### src/design/gbm_pkg.sv
// Shared types, constants and axis arithmetic for the greedy box merge block.
// Used by gbm_if, gbm_pair_unit and greedy_box_merge; depends on nothing else.
`default_nettype none

package gbm_pkg;

  // Store depth and the widths of its index and fill count
  localparam int MAX_BOXES = 64;
  localparam int IDX_W     = $clog2(MAX_BOXES);
  localparam int CNT_W     = $clog2(MAX_BOXES + 1);

  // Field widths
  localparam int COORD_W  = 14;
  localparam int SCORE_W  = 16;
  localparam int LABEL_W  = 8;
  localparam int MARGIN_W = 8;
  localparam int EDGE_W   = 15;
  localparam int GROW_W   = 16;

  // Register reset values
  localparam logic [MARGIN_W-1:0] MARGIN_RESET = 8'd10;
  localparam logic [EDGE_W-1:0]   IMAGE_RESET  = 15'd4096;
  localparam logic [COORD_W-1:0]  SIZE_MAX     = 14'h3FFF;

  // APB register map: register index sits in paddr[3:2]
  localparam int APB_ADDR_W = 4;
  localparam logic [1:0] REG_MARGIN       = 2'd0;
  localparam logic [1:0] REG_IMAGE_WIDTH  = 2'd1;
  localparam logic [1:0] REG_IMAGE_HEIGHT = 2'd2;

  // One stored box
  typedef struct packed {
    logic [COORD_W-1:0] x;
    logic [COORD_W-1:0] y;
    logic [COORD_W-1:0] w;
    logic [COORD_W-1:0] h;
    logic [SCORE_W-1:0] score;
    logic [LABEL_W-1:0] label;
  } box_t;

  // Configuration seen by the pair unit
  typedef struct packed {
    logic [MARGIN_W-1:0] margin;
    logic [EDGE_W-1:0]   image_width;
    logic [EDGE_W-1:0]   image_height;
  } cfg_t;

  // Grown interval along one axis: start and end, both non-negative
  typedef struct packed {
    logic [GROW_W-1:0] start;
    logic [GROW_W-1:0] stop;
  } grown_t;

  // Merged interval along one axis
  typedef struct packed {
    logic [COORD_W-1:0] start;
    logic [COORD_W-1:0] len;
  } span_t;

  // Grow by margin per side, shifted up if start is below 0; clamp end at edge
  function automatic grown_t grow_axis(logic [COORD_W-1:0] pos, logic [COORD_W-1:0] len,
                                       logic [MARGIN_W-1:0] m, logic [EDGE_W-1:0] edge_px);
    grown_t g;
    logic   above;
    above = ({2'b00, pos} >= {8'h00, m});
    if (above) begin
      g.start = {2'b00, pos} - {8'h00, m};
      g.stop  = {2'b00, pos} + {2'b00, len} + {8'h00, m};
    end else begin
      g.start = '0;
      g.stop  = {2'b00, len} + {7'h00, m, 1'b0};
    end
    if (g.stop > {1'b0, edge_px}) begin
      g.stop = {1'b0, edge_px};
    end
    return g;
  endfunction

  // Union of two intervals, clipped to edge and saturated to 0..SIZE_MAX
  function automatic span_t merge_axis(logic [COORD_W-1:0] a, logic [COORD_W-1:0] al,
                                       logic [COORD_W-1:0] b, logic [COORD_W-1:0] bl,
                                       logic [EDGE_W-1:0] edge_px);
    span_t              r;
    logic [COORD_W-1:0] s;
    logic [COORD_W:0]   e1;
    logic [COORD_W:0]   e2;
    logic [COORD_W:0]   far_end;
    logic [COORD_W:0]   len;
    logic [EDGE_W-1:0]  lim;
    s       = (a < b) ? a : b;
    e1      = {1'b0, a} + {1'b0, al};
    e2      = {1'b0, b} + {1'b0, bl};
    far_end = (e1 > e2) ? e1 : e2;
    len     = far_end - {1'b0, s};
    lim     = edge_px - {1'b0, s};
    r.start = s;
    if (edge_px < {1'b0, s}) begin
      r.len = '0;
    end else begin
      if (len > lim) begin
        len = lim;
      end
      r.len = (len > {1'b0, SIZE_MAX}) ? SIZE_MAX : len[COORD_W-1:0];
    end
    return r;
  endfunction

endpackage

`default_nettype wire

### src/design/gbm_pair_unit.sv
// Shared pair unit: grows two boxes (registered), then tests touch and forms the union.
// Depends on gbm_pkg.
`default_nettype none

module gbm_pair_unit (
  input  wire logic          clk_i,
  input  wire logic          grow_en_i,
  input  wire gbm_pkg::cfg_t cfg_i,
  input  wire gbm_pkg::box_t box_a_i,
  input  wire gbm_pkg::box_t box_b_i,
  output logic               touch_o,
  output gbm_pkg::box_t      merged_o
);

  gbm_pkg::grown_t ax_q, ay_q, bx_q, by_q;
  logic [gbm_pkg::GROW_W-1:0] lo_x, hi_x, lo_y, hi_y;
  gbm_pkg::span_t span_x, span_y;

  // Stage one: grown intervals of both boxes on both axes
  always_ff @(posedge clk_i) begin
    if (grow_en_i) begin
      ax_q <= gbm_pkg::grow_axis(box_a_i.x, box_a_i.w, cfg_i.margin, cfg_i.image_width);
      ay_q <= gbm_pkg::grow_axis(box_a_i.y, box_a_i.h, cfg_i.margin, cfg_i.image_height);
      bx_q <= gbm_pkg::grow_axis(box_b_i.x, box_b_i.w, cfg_i.margin, cfg_i.image_width);
      by_q <= gbm_pkg::grow_axis(box_b_i.y, box_b_i.h, cfg_i.margin, cfg_i.image_height);
    end
  end

  // Stage two: inclusive overlap test on the grown rectangles
  always_comb begin
    lo_x    = (ax_q.start > bx_q.start) ? ax_q.start : bx_q.start;
    hi_x    = (ax_q.stop < bx_q.stop) ? ax_q.stop : bx_q.stop;
    lo_y    = (ay_q.start > by_q.start) ? ay_q.start : by_q.start;
    hi_y    = (ay_q.stop < by_q.stop) ? ay_q.stop : by_q.stop;
    touch_o = (hi_x >= lo_x) && (hi_y >= lo_y);
  end

  // Union of the ungrown boxes, clipped; keep the larger score and box a's label
  always_comb begin
    span_x = gbm_pkg::merge_axis(box_a_i.x, box_a_i.w, box_b_i.x, box_b_i.w,
                                 cfg_i.image_width);
    span_y = gbm_pkg::merge_axis(box_a_i.y, box_a_i.h, box_b_i.y, box_b_i.h,
                                 cfg_i.image_height);
    merged_o.x     = span_x.start;
    merged_o.w     = span_x.len;
    merged_o.y     = span_y.start;
    merged_o.h     = span_y.len;
    merged_o.score = (box_b_i.score > box_a_i.score) ? box_b_i.score : box_a_i.score;
    merged_o.label = box_a_i.label;
  end

endmodule

`default_nettype wire

### config.mk
export PLATFORM = sky130hd
export DESIGN_NAME = gbm_pair_unit
export DESIGN_NICKNAME = d
export VERILOG_FILES = /design/src/design/gbm_pkg.sv /design/src/design/gbm_pair_unit.sv
export SDC_FILE = /design/constraint.sdc
export NUM_CORES = 1
export LEC_CHECK = 0
export BUFFER_PORTS_ARGS = -buffer_cell sky130_fd_sc_hd__buf_2
export CAP_MARGIN = 10
export CORE_MARGIN = 1
export CORE_UTILIZATION = 45
export CTS_CLUSTER_DIAMETER = 30
export CTS_CLUSTER_SIZE = 14
export DETAILED_ROUTE_END_ITERATION = 7
export PLACE_DENSITY_LB_ADDON = 0.05
export SLEW_MARGIN = 15
export SYNTH_ARGS = -nofsm -noshare
export SYNTH_HDL_FRONTEND = slang
export SYNTH_SLANG_ARGS = --single-unit
### constraint.sdc
create_clock -name clk_i -period 9.3 [get_ports clk_i]
set_input_delay 0.93 -clock clk_i [delete_from_list [all_inputs] [get_ports clk_i]]
set_output_delay 0.93 -clock clk_i [all_outputs]
set_load 0.05 [all_outputs]
==> summary.txt <==
Yosys
  – Synth Area in XOR/XNOR: 7.19%
  – Mapped cell area: 24500 um^2
  – Adder-cell area share of the yosys netlist: 30.5%
  – Most frequent cell after synthesis: ha_1
  – Ys Warns: 0
  – Ys async rst share: 0%
  – Post-synthesis sequential area ratio: 15.2%
  – Post-synth top cells: ha_1, inv_1, a21oi_1
  – Synth Instances: 2795
  – Simple-Gate Fraction of Synth Area: 13.5%
  – Synth unique cells: 90
  – Number of synthesized register bits: 124
  – Post-synthesis compound-gate area fraction: 18.8%
  – Top-area cell type share of the netlist area: 24.6%
  – Avg Inst Size Synth: 8.76 um^2
  – Largest area contributor in the netlist: ha_1
  – Mux share of post-synthesis cell area: 9.70%
  – Post-synth top flop: edfxtp_1
  – Synth area leaders: ha_1, edfxtp_1, fa_1
  – Largest family of logic cells by synthesized area: adder cells
  – Post-synth EDFFs: 124

STA
  – Setup TNS: 0 ps
  – Max-slew violation count: 0
  – Slew Limit Headroom: 32.4%
  – Final setup vio count: 0
  – Final Cycle Share: 98.1%
  – Hold Slack: 915 ps
  – Fin. Hold Viols: 0
  – Tmin final: 9120 ps
  – Fmax: 110 MHz
  – Slew @ Worst Pin: 1010 ps

Drt
  – Residual DRC: 0
  – Post-detailed-route count of antenna-violating nets: 0
  – Drt pass-1 iters: 5
  – Avg WL per Cell: 22.3 um
  – Detailed-route wire length: 86500 um
  – DR vias: 22600
  – DRT iter0 DRCs: 1564
  – Vias/cell: 5.81

GRT
  – GRT Residual Overflow: 0
  – Vias in the first global route: 22200
  – Initial antenna violation count: 8
  – First-pass GRT wire length: 128000 um
  – Pin count of the biggest net entering global routing: 72
  – Global-route usage over all layers: 30.4%

Flow run
  – Max Cap Viol: 0

Worst setup path
  – Required time of the critical path: 8370 ps
  – Critical Path Slowest Stage Cell: o41a_1
  – Crit Path Category: input pin to output port
  – CP dominant cell by count: buf_4
  – Crit. End Element: output port
  – CP startpoint kind: input pin
  – CP max FO: 5
  – CP max stage delay: 460 ps
  – Worst EP arrival: 8190 ps

Finish
  – FILL cells: 5010
  – Layout cells sized above 1: 21.6%
  – Footprint of the multi-input gates: 20200 um^2
  – Synth-to-Final Area Change: 18.1%
  – Final Cell Area: 28900 um^2
  – Seq. cell area: 3720 um^2
  – Nets: 3921
  – Final cell count without fillers: 3882

Power and ir drop
  – P per Cell Area: 240 nW/um^2
  – Maximum VDD drop: 0.000516 V
  – Comb pwr share: 78.2%
  – Pint: 0.00348 W
  – P_sw: 0.00346 W
  – Sequential share of power: 12.2%
  – Leak: 13.6 nW
  – Switching share of power: 49.8%
  – Clock network power share: 9.6%

Floorplanning
  – Die area: 55400 um^2
  – Initial core utilization: 45.5%
  – I/O pin cnt: 281
  – DIE HEIGHT: 235 um
  – Die X: 235 um
  – Row count: 85
  – Core area: 53800 um^2

Clock network
  – Root Buffer: clkbuf_16
  – TritonCTS sink count: 124
  – Clk pin slew, worst setup/hold paths: 50 ps
  – CTS Buffer Depth: 2
  – Total CTS buffers: 17
  – Clock tree from TritonCTS: yes
  – Hold-fix buffers at CTS: 0
  – H-tree Lvls: 4

Placed design
  – GP Congestion: 0.972
  – Placed cell area: 27400 um^2
  – Placed cell count: 3824
  – DP HPWL: 74700 um
  – PortBufs: 256

Status
  – Status: finished, final reports clean

Min path
  – Worst hold path class: input pin to flop
## per-stage QoR
stage / power (W) / setup slack [ps] / util (%)
after floorplan: 0.00432 / -381 / -
after global placement: 0.00563 / -178 / 51.0
after detailed placement: 0.00573 / -356 / 51.0
after CTS: 0.00658 / -3.07 / 52.4
after global routing: 0.00746 / -91.0 / 53.7
final: 0.00695 / 178 / 53.7
## final cells by class
type	instances	share of cell area, %
Antenna cell	6	0.0519
Clock buffer	17	1.47
Clock inverter	15	0.593
Inverter	264	3.43
Multi-Input combinational cell	2361	69.9
Sequential cell	124	12.9
Tap cell	696	3.01
Timing Repair Buffer	399	8.66
## placed cells by master, fill, tap and decap left out, types with 67 or more instances in the layout
cell / count
a21o_1: 96
a21oi_1: 172
buf_2: 231
buf_4: 151
edfxtp_1: 124
fa_1: 67
ha_1: 472
inv_1: 261
mux2_2: 126
mux2i_1: 88
nand2_1: 141
nor2_1: 177
nor3_1: 70
o21ai_0: 149
xnor2_1: 134
## worst paths after layout
| check | startpoint | endpoint | slack, ps | depth (start not counted) |
|---|---|---|---|---|
| worst max-delay path | box_b_i[38] | merged_o[42] | 180 | 39 |
| worst min-delay path | cfg_i[15] | ax_q[0] | 910 | 3 |
## sequential cells by signal, indices dropped and copies added (netlist names)
register / flops
by_q: 31
ay_q: 31
ax_q: 31
bx_q: 31
## power groups by stage
| stage | Clock, W | Sequential (W) | Combinational (W) |
|---|---|---|---|
| after floorplan | 0 | 0.000836 | 0.00348 |
| after global placement | 0 | 0.000854 | 0.00478 |
| after detailed placement | 0 | 0.000859 | 0.00487 |
| after CTS | 0.000674 | 0.000850 | 0.00505 |
| after global routing | 0.000695 | 0.000866 | 0.00590 |
| final | 0.000664 | 0.000848 | 0.00543 |
## critical path, delay by kind of cell
family / cells / cell delay (ps)
AO/OA/AOI/OAI: 12 / 2700
XOR/XNOR: 2 / 350
adder cells (fa/ha/maj): 6 / 1720
buffers and inverters: 10 / 1230
multiplexers: 1 / 250
AND/OR/NAND/NOR: 8 / 980
## cell families (layout without fill, tap and decap cells)
family                     Yosys count  count (layout)
and+or+nand+nor                    673             674
buffers and inverters              314             695
adders and majority gates          554             554
DFF                                124             124
other                                1              10
AOI/OAI and AO/OA                  707             707
xor gates and xnor gates           201             201
muxes                              221             221
## timing repair
action | 4_1_cts | 5_1_grt
setup buffers | 2 | 19
pin swaps | 2 | 91
gates cloned | 1 | 1
gates resized for setup | 39 | 126
setup endpoints to repair | 28 | 28
## metal layers
metal / share of wire (%) / wire length (um) / GRT usage, %
met5: 0.014 / 12 / 0
met4: 2.0 / 1710 / 7.09
met3: 6.5 / 5630 / 3.31
met2: 42 / 36300 / 45.9
met1: 50 / 42900 / 45.8
Power figures use the tool's default switching activity.
